$ cat src/mqp_pkg.sv
`timescale 1ns / 1ps

package mqp_pkg;

  // Byte classification codes
  typedef enum logic [2:0] {
    KIND_TYPE  = 3'd0,
    KIND_LEN   = 3'd1,
    KIND_TLEN  = 3'd2,
    KIND_TOPIC = 3'd3,
    KIND_BODY  = 3'd4
  } field_kind_e;

  // Control packet types with special handling
  localparam logic [3:0] TYPE_PUBLISH = 4'd3;
  localparam logic [3:0] TYPE_PINGREQ = 4'd12;

  // Varint limits
  localparam logic [2:0] LEN_GROUP_MAX = 3'd4;
  localparam logic [27:0] PUBLISH_MIN_LEN = 28'd2;

  // Position saturation value
  localparam logic [15:0] INDEX_MAX = 16'hFFFF;

  // Reset value of the buffer limit register
  localparam logic [15:0] MAX_PACKET_BYTES_RST = 16'd256;

  // One classified byte
  typedef struct packed {
    logic [7:0]  byte_value;
    logic [15:0] byte_index;
    logic [3:0]  packet_type;
    logic [3:0]  header_flags;
    field_kind_e field_kind;
    logic [27:0] remaining_length;
    logic [2:0]  length_byte_count;
    logic [15:0] topic_length;
    logic        within_limit;
    logic        last_of_packet;
    logic        malformed;
    logic        ping_reply_due;
  } mqp_result_t;

endpackage

$ cat src/mqp_in_reg.sv
`timescale 1ns / 1ps

module mqp_in_reg (
  input  logic       clk_i,
  input  logic       rst_ni,
  input  logic       in_valid_i,
  input  logic [7:0] in_byte_i,
  output logic       in_stall_o,
  input  logic       take_i,
  output logic       valid_o,
  output logic [7:0] byte_o
);

  logic       valid_q;
  logic       valid_d;
  logic [7:0] byte_q;
  logic       load;

  // Stall while a held byte cannot move on
  assign in_stall_o = valid_q && !take_i;
  assign load       = in_valid_i && !in_stall_o;
  assign valid_d    = load || (valid_q && !take_i);

  // Hold the valid flag
  always_ff @(posedge clk_i or negedge rst_ni) begin
    if (!rst_ni) begin
      valid_q <= 1'b0;
    end else begin
      valid_q <= valid_d;
    end
  end

  // Capture the byte on each accepted transaction
  always_ff @(posedge clk_i) begin
    if (load) begin
      byte_q <= in_byte_i;
    end
  end

  assign valid_o = valid_q;
  assign byte_o  = byte_q;

endmodule

$ cat src/mqp_parse.sv
`timescale 1ns / 1ps

module mqp_parse (
  input  logic                 clk_i,
  input  logic                 rst_ni,
  input  logic                 fire_i,
  input  logic [7:0]           byte_i,
  input  logic [15:0]          max_packet_bytes_i,
  output mqp_pkg::mqp_result_t result_o
);

  typedef enum logic [2:0] {
    PH_TYPE    = 3'd0,
    PH_LEN     = 3'd1,
    PH_TLEN_HI = 3'd2,
    PH_TLEN_LO = 3'd3,
    PH_TOPIC   = 3'd4,
    PH_BODY    = 3'd5
  } phase_e;

  phase_e      phase_q, phase_d;
  logic [15:0] position_q, position_d;
  logic [27:0] accum_q, accum_d;
  logic [2:0]  groups_q, groups_d;
  logic [27:0] body_left_q, body_left_d;
  logic [3:0]  type_q, type_d;
  logic [3:0]  flags_q, flags_d;
  logic [15:0] tlen_q, tlen_d;
  logic [15:0] topic_left_q, topic_left_d;

  logic [15:0]         idx;
  mqp_pkg::field_kind_e kind;
  logic                last;
  logic                bad;
  logic [27:0]         group_shift;
  logic [27:0]         body_dec;
  logic [15:0]         topic_dec;

  // Place the 7-bit group at its weight
  always_comb begin
    case (groups_q[1:0])
      2'd0:    group_shift = {21'd0, byte_i[6:0]};
      2'd1:    group_shift = {14'd0, byte_i[6:0], 7'd0};
      2'd2:    group_shift = {7'd0, byte_i[6:0], 14'd0};
      default: group_shift = {byte_i[6:0], 21'd0};
    endcase
  end

  assign body_dec  = body_left_q - 28'd1;
  assign topic_dec = topic_left_q - 16'd1;

  // Classify the byte and work out the next parser state
  always_comb begin
    phase_d      = phase_q;
    accum_d      = accum_q;
    groups_d     = groups_q;
    body_left_d  = body_left_q;
    type_d       = type_q;
    flags_d      = flags_q;
    tlen_d       = tlen_q;
    topic_left_d = topic_left_q;
    idx          = position_q;
    kind         = mqp_pkg::KIND_TYPE;
    last         = 1'b0;
    bad          = 1'b0;
    case (phase_q)
      PH_LEN: begin
        kind     = mqp_pkg::KIND_LEN;
        accum_d  = accum_q + group_shift;
        groups_d = groups_q + 3'd1;
        if (byte_i[7]) begin
          if (groups_d >= mqp_pkg::LEN_GROUP_MAX) begin
            bad     = 1'b1;
            last    = 1'b1;
            phase_d = PH_TYPE;
          end
        end else if (type_q == mqp_pkg::TYPE_PUBLISH) begin
          if (accum_d < mqp_pkg::PUBLISH_MIN_LEN) begin
            bad     = 1'b1;
            last    = 1'b1;
            phase_d = PH_TYPE;
          end else begin
            body_left_d = accum_d;
            phase_d     = PH_TLEN_HI;
          end
        end else if (accum_d == 28'd0) begin
          last    = 1'b1;
          phase_d = PH_TYPE;
        end else begin
          body_left_d = accum_d;
          phase_d     = PH_BODY;
        end
      end
      PH_TLEN_HI: begin
        kind        = mqp_pkg::KIND_TLEN;
        tlen_d      = {byte_i, 8'd0};
        body_left_d = body_dec;
        phase_d     = PH_TLEN_LO;
      end
      PH_TLEN_LO: begin
        kind         = mqp_pkg::KIND_TLEN;
        tlen_d       = {tlen_q[15:8], byte_i};
        topic_left_d = tlen_d;
        body_left_d  = body_dec;
        if (body_dec == 28'd0) begin
          last    = 1'b1;
          phase_d = PH_TYPE;
        end else if (tlen_d != 16'd0) begin
          phase_d = PH_TOPIC;
        end else begin
          phase_d = PH_BODY;
        end
      end
      PH_TOPIC: begin
        kind         = mqp_pkg::KIND_TOPIC;
        topic_left_d = topic_dec;
        body_left_d  = body_dec;
        if (body_dec == 28'd0) begin
          last    = 1'b1;
          phase_d = PH_TYPE;
        end else if (topic_dec == 16'd0) begin
          phase_d = PH_BODY;
        end
      end
      PH_BODY: begin
        kind        = mqp_pkg::KIND_BODY;
        body_left_d = body_dec;
        if (body_dec == 28'd0) begin
          last    = 1'b1;
          phase_d = PH_TYPE;
        end
      end
      default: begin
        // Type byte starts a new packet
        idx          = 16'd0;
        type_d       = byte_i[7:4];
        flags_d      = byte_i[3:0];
        accum_d      = 28'd0;
        groups_d     = 3'd0;
        body_left_d  = 28'd0;
        tlen_d       = 16'd0;
        topic_left_d = 16'd0;
        phase_d      = PH_LEN;
      end
    endcase
    position_d = (idx != mqp_pkg::INDEX_MAX) ? idx + 16'd1 : idx;
  end

  // Assemble the result for this byte
  always_comb begin
    result_o.byte_value        = byte_i;
    result_o.byte_index        = idx;
    result_o.packet_type       = type_d;
    result_o.header_flags      = flags_d;
    result_o.field_kind        = kind;
    result_o.remaining_length  = accum_d;
    result_o.length_byte_count = groups_d;
    result_o.topic_length      = ((kind == mqp_pkg::KIND_TOPIC) ||
                                  (kind == mqp_pkg::KIND_BODY) ||
                                  (phase_q == PH_TLEN_LO)) ? tlen_d : 16'd0;
    result_o.within_limit      = (idx < max_packet_bytes_i);
    result_o.last_of_packet    = last;
    result_o.malformed         = bad;
    result_o.ping_reply_due    = last && !bad && (type_d == mqp_pkg::TYPE_PINGREQ);
  end

  // Advance the parser state on each processed byte
  always_ff @(posedge clk_i or negedge rst_ni) begin
    if (!rst_ni) begin
      phase_q      <= PH_TYPE;
      position_q   <= 16'd0;
      accum_q      <= 28'd0;
      groups_q     <= 3'd0;
      body_left_q  <= 28'd0;
      type_q       <= 4'd0;
      flags_q      <= 4'd0;
      tlen_q       <= 16'd0;
      topic_left_q <= 16'd0;
    end else if (fire_i) begin
      phase_q      <= phase_d;
      position_q   <= position_d;
      accum_q      <= accum_d;
      groups_q     <= groups_d;
      body_left_q  <= body_left_d;
      type_q       <= type_d;
      flags_q      <= flags_d;
      tlen_q       <= tlen_d;
      topic_left_q <= topic_left_d;
    end
  end

endmodule

$ cat src/mqp_out_reg.sv
`timescale 1ns / 1ps

module mqp_out_reg (
  input  logic                 clk_i,
  input  logic                 rst_ni,
  input  logic                 load_i,
  input  mqp_pkg::mqp_result_t result_i,
  output logic                 free_o,
  output logic                 valid_o,
  input  logic                 out_stall_i,
  output mqp_pkg::mqp_result_t result_o
);

  logic                 valid_q;
  logic                 valid_d;
  mqp_pkg::mqp_result_t result_q;

  // Accept a new result when empty or when the held one leaves
  assign free_o  = !valid_q || !out_stall_i;
  assign valid_d = load_i || (valid_q && out_stall_i);

  always_ff @(posedge clk_i or negedge rst_ni) begin
    if (!rst_ni) begin
      valid_q <= 1'b0;
    end else begin
      valid_q <= valid_d;
    end
  end

  // Hold the result until taken
  always_ff @(posedge clk_i) begin
    if (load_i) begin
      result_q <= result_i;
    end
  end

  assign valid_o  = valid_q;
  assign result_o = result_q;

endmodule

$ cat src/mqtt_packet_receive_parser.sv
`timescale 1ns / 1ps

// MQTT receive parser: takes one received byte per transaction and returns one
// classified byte per transaction, in order. Each result carries the byte, its
// index in the packet, the packet type and flags, its kind (type, length,
// topic length, topic, body), the remaining length decoded so far, the topic
// length of a PUBLISH, whether the index lies below max_packet_bytes (written
// through cfg_wr_en_i / cfg_wr_data_i, reset 256; the user must write it only
// while idle, which the block does not enforce), and the end-of-packet,
// malformed and ping-reply marks. A byte passes an input register, the parsing
// logic and a result register; one byte is taken every cycle while out_stall_i
// is low, and throughput is set by the single parser state update per byte.
module mqtt_packet_receive_parser (
  input  logic        clk_i,
  input  logic        rst_ni,
  input  logic        cfg_wr_en_i,
  input  logic [15:0] cfg_wr_data_i,
  input  logic        in_valid_i,
  output logic        in_stall_o,
  input  logic [7:0]  rx_byte_i,
  output logic        out_valid_o,
  input  logic        out_stall_i,
  output logic [7:0]  byte_value_o,
  output logic [15:0] byte_index_o,
  output logic [3:0]  packet_type_o,
  output logic [3:0]  header_flags_o,
  output logic [2:0]  field_kind_o,
  output logic [27:0] remaining_length_o,
  output logic [2:0]  length_byte_count_o,
  output logic [15:0] topic_length_o,
  output logic        within_limit_o,
  output logic        last_of_packet_o,
  output logic        malformed_o,
  output logic        ping_reply_due_o
);

  logic [15:0]          max_packet_bytes_q;
  logic                 s1_valid;
  logic [7:0]           s1_byte;
  logic                 out_free;
  logic                 s1_fire;
  mqp_pkg::mqp_result_t parse_result;
  mqp_pkg::mqp_result_t out_result;

  // Hold the buffer limit register
  always_ff @(posedge clk_i or negedge rst_ni) begin
    if (!rst_ni) begin
      max_packet_bytes_q <= mqp_pkg::MAX_PACKET_BYTES_RST;
    end else if (cfg_wr_en_i) begin
      max_packet_bytes_q <= cfg_wr_data_i;
    end
  end

  assign s1_fire = s1_valid && out_free;

  mqp_in_reg u_in_reg (
    .clk_i      (clk_i),
    .rst_ni     (rst_ni),
    .in_valid_i (in_valid_i),
    .in_byte_i  (rx_byte_i),
    .in_stall_o (in_stall_o),
    .take_i     (s1_fire),
    .valid_o    (s1_valid),
    .byte_o     (s1_byte)
  );

  mqp_parse u_parse (
    .clk_i              (clk_i),
    .rst_ni             (rst_ni),
    .fire_i             (s1_fire),
    .byte_i             (s1_byte),
    .max_packet_bytes_i (max_packet_bytes_q),
    .result_o           (parse_result)
  );

  mqp_out_reg u_out_reg (
    .clk_i       (clk_i),
    .rst_ni      (rst_ni),
    .load_i      (s1_fire),
    .result_i    (parse_result),
    .free_o      (out_free),
    .valid_o     (out_valid_o),
    .out_stall_i (out_stall_i),
    .result_o    (out_result)
  );

  // Unpack the result onto the ports
  assign byte_value_o        = out_result.byte_value;
  assign byte_index_o        = out_result.byte_index;
  assign packet_type_o       = out_result.packet_type;
  assign header_flags_o      = out_result.header_flags;
  assign field_kind_o        = out_result.field_kind;
  assign remaining_length_o  = out_result.remaining_length;
  assign length_byte_count_o = out_result.length_byte_count;
  assign topic_length_o      = out_result.topic_length;
  assign within_limit_o      = out_result.within_limit;
  assign last_of_packet_o    = out_result.last_of_packet;
  assign malformed_o         = out_result.malformed;
  assign ping_reply_due_o    = out_result.ping_reply_due;

  // Input stalls only when the result register is full and blocked
  a_stall_cause: assert property (@(posedge clk_i) disable iff (!rst_ni)
    in_stall_o |-> (out_valid_o && out_stall_i))
    else $error("input stalled while result register could drain");

  // A ping reply only closes a clean PINGREQ
  a_ping_clean: assert property (@(posedge clk_i) disable iff (!rst_ni)
    (out_valid_o && ping_reply_due_o) |->
      (last_of_packet_o && !malformed_o && packet_type_o == mqp_pkg::TYPE_PINGREQ))
    else $error("ping reply on a byte that does not end a PINGREQ");

  // Malformed packets end on a length byte
  a_bad_ends: assert property (@(posedge clk_i) disable iff (!rst_ni)
    (out_valid_o && malformed_o) |->
      (last_of_packet_o && field_kind_o == mqp_pkg::KIND_LEN))
    else $error("malformed mark outside a closing length byte");

  // A type byte opens the packet at index zero
  a_type_start: assert property (@(posedge clk_i) disable iff (!rst_ni)
    (out_valid_o && field_kind_o == mqp_pkg::KIND_TYPE) |->
      (byte_index_o == 16'd0 && remaining_length_o == 28'd0 && !last_of_packet_o))
    else $error("type byte with nonzero index or length");

endmodule

$ cat config.mk
export PLATFORM = sky130hd
export DESIGN_NAME = mqtt_packet_receive_parser
export DESIGN_NICKNAME = d
export VERILOG_FILES = /design/src/mqp_pkg.sv /design/src/mqp_in_reg.sv /design/src/mqp_parse.sv /design/src/mqp_out_reg.sv /design/src/mqtt_packet_receive_parser.sv
export SDC_FILE = /design/constraint.sdc
export NUM_CORES = 1
export LEC_CHECK = 0
export BUFFER_PORTS_ARGS = -buffer_cell sky130_fd_sc_hd__buf_2
export CORE_MARGIN = 10
export CORE_UTILIZATION = 34
export CTS_CLUSTER_DIAMETER = 50
export DETAILED_ROUTE_END_ITERATION = 12
export SLEW_MARGIN = 0
export SYNTH_ARGS = -nofsm -noshare
export SYNTH_HDL_FRONTEND = slang
export SYNTH_SLANG_ARGS = --single-unit
$ cat constraint.sdc
create_clock -name clk_i -period 4.73 [get_ports clk_i]
set_input_delay 0.473 -clock clk_i [delete_from_list [all_inputs] [get_ports clk_i]]
set_output_delay 0.473 -clock clk_i [all_outputs]
set_load 0.005 [all_outputs]
==> results.toml, run 1 <==
[layout]
layout-drive-gt1-share = 0.1874
layout.nets = 1596
area_delta_synth_final_pct = 19.31
nFillCells = 3829
finalInstanceArea_mm2 = 0.01591
n_antenna_cell = 0

[route]
route.detailed.wl_per_inst_um = 19.60
ant_nets = 0
drt_wl_total_um = 40290
drt_iter0_markers = 969
dr.pass1.iters = 6
avgViaCountPerCell = 5.527
vias = 11360
drc = 0

[critical_path]
critPathMaxFanout = 12
cpMaxStageDelayCell = "or4b_4"
endpoint_kind = "register"
crit_arrival_ns = 4.92
cp.required_ns = 5.13
crit_path_start_kind = "register"
crit_type = "register to register"
critPathMaxStageDelay_ns = 0.54
rrSetupSlack_ns = 0.21
timing.critical_path.buf_inv = 2
path_delay_family = "compound AO/OA/AOI/OAI gates"
cp_cell_sequence = "inv_1 > ha_1 > nor2b_1 > buf_4 > and2_1 > ha_1 > a211oi_1 > o2111ai_1 > o2111a_1 > a211oi_1 > o211ai_1 > nor2_1 > or4b_4 > o21ba_2 > a32o_1 > a211o_1"

[place]
gp_congestion = 0.9103
hpwl_um = 28580
place.port_buffers = 116
place_area_mm2 = 0.01474

[min_path]
hp-class = "primary input to asynchronous set/reset pin"

[timing]
rsz0062_at_grt = "no"
fmax_ghz = 0.2211
setup_viol = 0
setup_tns_ns = 0
clock_skew_ns = 0.03011
hold_violations = 0
finalCriticalPeriod_ns = 4.523
worstMarginPinSlew_ns = 1.068
drv_slew = 0
finalCritPeriodShare = 0.9563
slew_headroom = 0.2866
timing.hold.ws_ns = 0.03806

[floorplanning]
initial_core_util = 0.3443
core_area_mm2 = 0.03874
boundaryPins = 117
dieArea_mm2 = 0.04754
rows = 72
die-width_um = 218.0
die_height_um = 218.0

[global_routing]
grt_usage = 0.1644
grt_max_degree = 104
overflow = 0
antenna_found_initial = 1
grt_pass1_wl_um = 62730
grt_pass1_vias = 10780

[power]
power.switching_w = 0.004036
swShare = 0.4082
p_clk_frac = 0.251
intPower_w = 0.005851
leakage_nw = 6.740
pwr-share-seq = 0.338
totalPowerFinal_w = 0.009887
combPwrFrac = 0.410
pwr_density_cell_mw_per_mm2 = 621.4
irDropWorstVdd_mv = 0.2693

[cts]
cts_root_buffer = "clkbuf_16"
clk_pin_slew_ns = 0.05
clockBufferDepth = 3
clk_latency_ns = 0.54
cts.sinks = 230
htree_levels = 2
cts_buffers = 34
tritoncts = "done"
cts_setup_buffers = 0

[yosys]
yosys_warnings = 0
synth_compound_gate_area_share = 0.1931
synthAdderAreaFrac = 0.05217
synth_nets = 1463
async_flop_share = 0.5913
muxShareOfSynthArea = 0.03106
yosys.area_share.simple = 0.1902
synthFlopType = "dfrtp_1"
seq_area_frac_synth = 0.4670
ys_ff_latch = 230
synth_top_family_by_area = "compound AO/OA/AOI/OAI gates"
syn-cell-area_mm2 = 0.01334
syn_avg_cell_area_um2 = 9.670
synthXorXnorAreaFrac = 0.02430
synth_cells = 1379
synth-edff-count = 94
synth.distinct_cells = 86

[job]
drv_cap = 0

[run_status]
status = "finished clean"
-- stage by stage --
stage / utilization / cells / worst slack [ns]
floorplan: - / 1379 / 0.4912
global placement: 0.3806 / 1994 / 0.1689
detailed placement: 0.3806 / 1994 / -0.04195
CTS: 0.4094 / 2055 / 0.05267
global route: 0.4107 / 2055 / 0.01583
finish: 0.4107 / 2055 / 0.2068
-- cell families after synthesis --
logic type / after synthesis
buffers and inverters: 141
xor gates and xnor gates: 37
AOI/OAI and AO/OA: 383
adders and majority gates: 55
muxes: 38
and+or+nand+nor: 495
DFF: 230
-- Yosys cell counts (16+ instances only) --
library cell  number  area (um^2)
a21oi_1           65        325.3
a22o_1            48        420.4
a22oi_1           23        172.7
and2_1            47        294.0
clkbuf_1          64        240.2
dfrtp_1          135         3378
edfxtp_1          94         2823
ha_1              54        675.7
inv_1             57        214.0
mux2_2            27        304.0
nand2_1          163        611.8
nand3_1           45        225.2
nand4_1           19        118.9
nor2_1            73        274.0
nor3_1            30        150.1
nor4_1            26        162.7
o211ai_1          18        135.1
o21ai_0          105        525.5
or4_1             16        120.1
xnor2_1           20        175.2
xor2_1            17        148.9
-- power by group through the flow --
stage                     sequential [W]  combinational [W]  clock [W]
after floorplan                  0.00314            0.00282          0
after global placement           0.00334            0.00395          0
after detailed placement         0.00337            0.00400          0
after CTS                        0.00334            0.00403    0.00254
after global routing             0.00342            0.00448    0.00263
final                            0.00335            0.00406    0.00248
-- final timing paths --
kind                                     start                     end  cells after the start
hold / removal                          rst_ni  max_packet_bytes_q[10]                      1
setup / recovery           u_parse.groups_q[0]  u_parse.body_left_q[7]                     16
setup reg to reg           u_parse.groups_q[0]  u_parse.body_left_q[7]                     16
min in group clk_i                rx_byte_i[6]      u_in_reg.byte_o[6]                      1
max in group asynchronous               rst_ni     u_parse.accum_q[27]                      2
hold reg to reg               u_in_reg.valid_o       u_out_reg.valid_o                      1
-- placed cells by master (no fill, tap or decap), types with 6 or more instances in the layout --
cell / n
a31oi_1: 6
buf_4: 59
and3_1: 8
nand2b_1: 12
clkbuf_16: 35
inv_1: 56
a211oi_1: 11
a32oi_1: 8
o211ai_1: 18
a21o_1: 13
xnor2_1: 20
buf_2: 115
a21oi_1: 63
dfrtp_1: 135
nor2b_1: 9
a22o_1: 48
nor2_1: 72
mux2_2: 27
nor3_1: 30
o21ai_0: 105
edfxtp_1: 94
or3_1: 10
and2_1: 47
nand4_1: 19
a22oi_1: 23
nand3_1: 45
nand2_1: 163
o21ai_1: 11
nor4_1: 26
ha_1: 54
o31ai_1: 9
mux2i_1: 11
or4_1: 16
nor3b_1: 8
xor2_1: 17
o22ai_1: 11
-- layout make-up --
type                    instances  area [um^2]  share of cell area
clock buffers                  40        894.6             0.05623
inverters                      60        227.7             0.01431
multi-input cells            1008         6608              0.4153
flip-flops and latches        230         6227              0.3914
repair buffers                178         1090             0.06850
well taps                     518        648.1             0.04074
clock inverters                21        215.2             0.01353
-- what timing repair did --
action	CTS	global route
gates resized for setup	1	9
setup endpoints to repair	2	30
pin swaps	0	0
hold buffers	0	0
-- flip-flops by register name, indices dropped and copies added, names as in the netlist --
| signal | flops |
|---|---|
| u_out_reg.result_o | 86 |
| u_parse.accum_q | 28 |
| u_parse.body_left_q | 28 |
| max_packet_bytes_q | 16 |
| u_parse.position_q | 16 |
| u_parse.tlen_q | 16 |
| u_parse.topic_left_q | 16 |
| u_in_reg.byte_o | 8 |
| u_parse.flags_q | 4 |
| u_parse.type_q | 4 |
| u_parse.groups_q | 3 |
| u_parse.phase_q | 3 |
| u_in_reg.valid_o | 1 |
| u_out_reg.valid_o | 1 |
-- metal layers --
layer	vias up	wire [um]	global-route usage
met3	62	2328	0.02469
li1	5391	-	-
met2	341	18820	0.2624
met1	5565	18110	0.2223
met5	-	0	0
met4	0	1024	0.05809
Note: power is estimated with default switching activity, not from simulation.
==> run 2: changes to the inputs <==
==> constraint.sdc (replaced) <==
create_clock -name clk_i -period 4.73 [get_ports clk_i]
set_input_delay 0.946 -clock clk_i [delete_from_list [all_inputs] [get_ports clk_i]]
set_output_delay 0.946 -clock clk_i [all_outputs]
set_load 0.005 [all_outputs]
==> run 2 against run 1 <==
Non-clock buffer count rose by 9. Critical path depth rose by 1. Sequential power barely moved. Critical path type unchanged. Critical endpoint is now u_parse.body_left_q[14]. Largest cell class unchanged.
==> results.toml, run 2 (synthesis gave the netlist of run 1 again) <==
[run_status]
status = "finished clean"

[place]
hpwl_um = 28890
dp_cells = 2003
place.port_buffers = 116
gp_congestion = 0.9449

[critical_path]
cp_cell_sequence = "inv_1 > ha_1 > nor2b_2 > and2_1 > ha_1 > fa_1 > nand3_1 > nand2_1 > xor2_1 > or4_1 > nor3_1 > nand4_1 > or4b_4 > o21ai_2 > buf_12 > o21ai_0 > a221o_1"
critPathMaxFanout = 29
crit_path_frequent_cell = "ha_1"
path_delay_family = "simple AND/OR/NAND/NOR gates"
rrSetupSlack_ns = 0.24
crit_arrival_ns = 4.92
reg2reg_from = "u_parse.groups_q[0]"
cpMaxStageDelayCell = "or4b_4"
rr_endpoint = "u_parse.body_left_q[14]"
crit_type = "register to register"
critPathMaxStageDelay_ns = 0.58
crit_path_start_kind = "register"
cp.required_ns = 5.16
reg2reg_depth = 17
endpoint_kind = "register"
timing.critical_path.buf_inv = 2

[timing]
clock_skew_ns = 0.03049
worstMarginPinSlew_ns = 1.136
timing.hold.ws_ns = 0.4466
setup_viol = 0
finalCritPeriodShare = 0.9485
setup_tns_ns = 0
slew_headroom = 0.2408
drv_slew = 0
finalCriticalPeriod_ns = 4.487
fmax_ghz = 0.2229
hold_violations = 0

[route]
drc = 0
avgViaCountPerCell = 5.460
ant_nets = 0
dr.pass1.iters = 7
vias = 11240
route.detailed.wl_per_inst_um = 19.50
drt_iter0_markers = 1044
drt_wl_total_um = 40150

[cts]
tritoncts = "done"
htree_levels = 1
clk_pin_slew_ns = 0.06
cts_buffers = 30
cts_root_buffer = "clkbuf_16"
clk_latency_ns = 0.57
cts.sinks = 230
clockBufferDepth = 3

[power]
leakage_nw = 6.746
pwr_density_cell_mw_per_mm2 = 613.5
irDropWorstVdd_mv = 0.3237

[layout]
final_common_cell = "nand2_1"
layout-drive-gt1-share = 0.1901
final_cell_mix = "nand2_1 (163), dfrtp_1 (135), buf_2 (115)"
layout.nets = 1601
area_delta_synth_final_pct = 19.03
fin_cells = 2059
n_antenna_cell = 0
largest_reg_flops = 86

[job]
drv_cap = 0

[global_routing]
antenna_found_initial = 1
grt_max_degree = 88
grt_pass1_wl_um = 62510
grt_pass1_vias = 10790
grt_usage = 0.1626
overflow = 0

[floorplanning]
initial_core_util = 0.3443
boundaryPins = 117
die-width_um = 218.0
rows = 72
dieArea_mm2 = 0.04754
core_area_mm2 = 0.03874
die_height_um = 218.0

[min_path]
hp-class = "primary input to asynchronous set/reset pin"
-- run 2: metal layers --
metal	part of all wire	global-route usage	routed length (um)
met1	0.45	0.2192	18120
met2	0.46	0.2613	18400
met3	0.065	0.02871	2624
met4	0.024	0.04814	954
met5	0.0013	0	51
-- run 2: layout make-up --
cell class | instances | area (um^2)
multi-input cells | 1008 | 6611
fillers | 3773 | 22860
clock buffers | 38 | 822.0
repair buffers | 187 | 1145
flip-flops and latches | 230 | 6227
well taps | 518 | 648.1
inverters | 60 | 227.7
clock inverters | 18 | 191.4
-- run 2: through the flow --
| step | total power [W] | setup slack, ns | area, um^2 | util |
|---|---|---|---|---|
| 5_1_grt | 0.01038 | -0.002841 | 15870 | 0.4098 |
| 3_5_place_dp | 0.007391 | 0.01424 | 14800 | 0.3820 |
| 4_1_cts | 0.009741 | -0.01055 | 15810 | 0.4082 |
| 6_report | 0.009737 | 0.2435 | 15870 | 0.4098 |
| 3_3_place_gp | 0.007326 | 0.1984 | 14800 | 0.3820 |
| 2_1_floorplan | 0.005956 | 0.01824 | 13340 | - |
-- run 2: how the worst max path moves through the flow --
stage                                    from                      end  slack [ns]  depth (start not counted)
final                     u_parse.groups_q[0]  u_parse.body_left_q[14]        0.24                         17
after global routing      u_parse.groups_q[0]  u_parse.body_left_q[14]      -0.003                         19
after CTS                 u_parse.groups_q[1]  u_parse.body_left_q[14]       -0.01                         16
after detailed placement  u_parse.groups_q[0]  u_parse.body_left_q[14]        0.01                         16
after global placement    u_parse.groups_q[0]  u_parse.body_left_q[18]        0.20                         17
after floorplan                   out_stall_i    u_out_reg.result_o[0]        0.02                          5
-- run 2: power by group --
part	internal, W	switching, W
combinational	0.00162	0.00250
sequential	0.00276	0.000558
clock	0.00140	0.000902
-- run 2: worst register-to-register path: cells and delay by family (launching register included) --
kind,cells,cell delay [ns]
AND/OR/NAND/NOR,8,1.96
buffers and inverters,2,0.33
AO/OA/AOI/OAI,3,0.64
XOR/XNOR,1,0.18
adder cells (fa/ha/maj),3,0.84
flip-flops,1,0.40
-- run 2: what timing repair did --
action | 4_1_cts | 5_1_grt
setup buffers | 0 | 0
resized for setup | 0 | 11
hold buffers | 0 | 0
setup endpoints to repair | 1 | 31
==> run 3: changes to the inputs <==
CORE_MARGIN = 1   (was 10)
clock period = 4.9 ns   (was 4.73 ns; I/O delays follow)
==> run 3 against run 2 <==
Total power decreased by 2.5%. Sequential power decreased by 3%. First-iteration DRC count decreased by 14%. Via count increased by 0.33%. Wire length decreased by 3.3%. Cell count decreased by 1.3%. Sequential share of layout area increased by 0.36 points. Core utilization decreased by 0.28 points. Clock-buffer cell count decreased by 1. Largest cell class unchanged.
==> results.toml, run 3 (synthesis gave the netlist of run 1 again) <==
[run_status]
status = "finished clean"

[layout]
final_cell_mix = "nand2_1 (162), dfrtp_1 (135), buf_2 (115)"
finalInstanceArea_mm2 = 0.01573
n_antenna_cell = 0
layout-drive-gt1-share = 0.1764
layout.nets = 1573
final_common_cell = "nand2_1"
largest_reg_flops = 86
area_delta_synth_final_pct = 17.95

[critical_path]
crit_arrival_ns = 5.09
rrSetupSlack_ns = 0.26
crit_path_start_kind = "register"
reg2reg_from = "u_parse.groups_q[0]"
reg2reg_depth = 18
crit_type = "register to register"
cp.required_ns = 5.34
rr_endpoint = "u_parse.body_left_q[2]"
critPathMaxFanout = 50
crit_start = "u_parse.groups_q[0]"
endpoint_kind = "register"

[global_routing]
antenna_found_initial = 0
grt_pass1_wl_um = 60610
grt_max_degree = 84
overflow = 0
grt_pass1_vias = 10820
grt_usage = 0.1951

[timing]
worstMarginPinSlew_ns = 1.103
fmax_ghz = 0.2154
drv_slew = 0
slew_headroom = 0.2630
setup_viol = 0
setup_tns_ns = 0
hold_violations = 0
finalCritPeriodShare = 0.9476
rsz0062_at_grt = "no"
finalCriticalPeriod_ns = 4.643
clock_skew_ns = 0.02531

[floorplanning]
initial_core_util = 0.3451
boundaryPins = 117
rows = 72
dieArea_mm2 = 0.04002
core_area_mm2 = 0.03865
die_height_um = 200.0
die-width_um = 200.0

[cts]
tritoncts = "done"
cts_setup_buffers = 0
clockBufferDepth = 3
cts.sinks = 230
clk_latency_ns = 0.52
htree_levels = 2
cts_root_buffer = "clkbuf_16"
clk_pin_slew_ns = 0.06
cts_buffers = 34

[place]
gp_congestion = 0.9143
place.port_buffers = 116
hpwl_um = 27310
place_area_mm2 = 0.01456

[min_path]
hold_path_depth = 1
hp-class = "register to register"
worstHoldStart = "u_parse.position_q[11]"
hold_end = "u_parse.position_q[11]"

[route]
ant_nets = 0
drc = 0
route.detailed.wl_per_inst_um = 19.10
avgViaCountPerCell = 5.551
dr.pass1.iters = 5
drt_iter0_markers = 899
vias = 11280
drt_wl_total_um = 38810

[power]
leakage_nw = 6.641
pwr_density_cell_mw_per_mm2 = 603.8
irDropWorstVdd_mv = 0.2046

[job]
drv_cap = 0
## run 3: cell count changes in the layout (fill, tap and decap cells not counted), moves of 3 or more
cell	delta
inv_4	-4
inv_6	+3
clkbuf_16	+4
buf_4	-32
clkbuf_1	-3
## run 3: routing by layer
layer  vias up  routed length, um  track usage
met3        73               2126      0.03058
met5         -                  0            0
met2       327              17740       0.3062
li1       5349                  -            -
met4         0               1263      0.07888
met1      5530              17680       0.2681
## run 3: area by class of cell
| type | instances | area, um^2 |
|---|---|---|
| Multi-Input combinational cell | 1008 | 6594 |
| Clock inverter | 24 | 244.0 |
| Sequential cell | 230 | 6227 |
| Clock buffer | 37 | 883.3 |
| Fill cell | 3769 | 22920 |
| Timing Repair Buffer | 155 | 904.6 |
| Inverter | 60 | 227.7 |
| Tap cell | 518 | 648.1 |
## run 3: power by group
group / internal, W / leakage (nW) / switching (W) / total [W]
registers: 0.00267 / 2.64 / 0.000568 / 0.00323
logic: 0.00150 / 3.46 / 0.00234 / 0.00384
clock network: 0.00145 / 0.547 / 0.000975 / 0.00242
total: 0.00562 / 6.64 / 0.00388 / 0.00950
## run 3: repair_timing
| item | in CTS | in global routing |
|---|---|---|
| hold buffers | 0 | 0 |
| endpoints found under the setup margin | 0 | 29 |
| resized for setup | 0 | 8 |
## run 3: critical path, cell delays in order, from the launching register on
cell,delay [ns]
dfrtp_1,0.40
inv_1,0.12
ha_1,0.21
nor2b_1,0.13
buf_4,0.16
and2_1,0.20
ha_1,0.31
buf_4,0.18
nand2_1,0.10
o21ai_1,0.25
nor2_1,0.12
a21o_1,0.23
a211oi_1,0.66
nand4b_1,0.21
or4b_1,0.26
o21ai_2,0.12
buf_12,0.19
or4b_2,0.62
nand3_1,0.10
## run 3: how the worst max path moves through the flow
stage	to	cells after the start
after detailed placement	u_parse.body_left_q[14]	16
after global placement	u_parse.body_left_q[14]	17
after global routing	u_parse.body_left_q[18]	17
final	u_parse.body_left_q[2]	18
after CTS	u_parse.body_left_q[14]	16
after floorplan	u_out_reg.result_o[0]	5
## run 3: through the flow
step                setup WS [ns]  utilization  instances  hold WS (ns)  total power [W]
floorplan                  0.1542            -       1379        0.4244         0.005750
global placement           0.2077       0.3767       1971        0.4756         0.006970
detailed placement        0.06735       0.3767       1971        0.4882         0.007035
CTS                       0.05975       0.4059       2032        0.4963         0.009522
global route              0.01263       0.4070       2032        0.5219          0.01016
finish                     0.2566       0.4070       2032        0.4965         0.009497
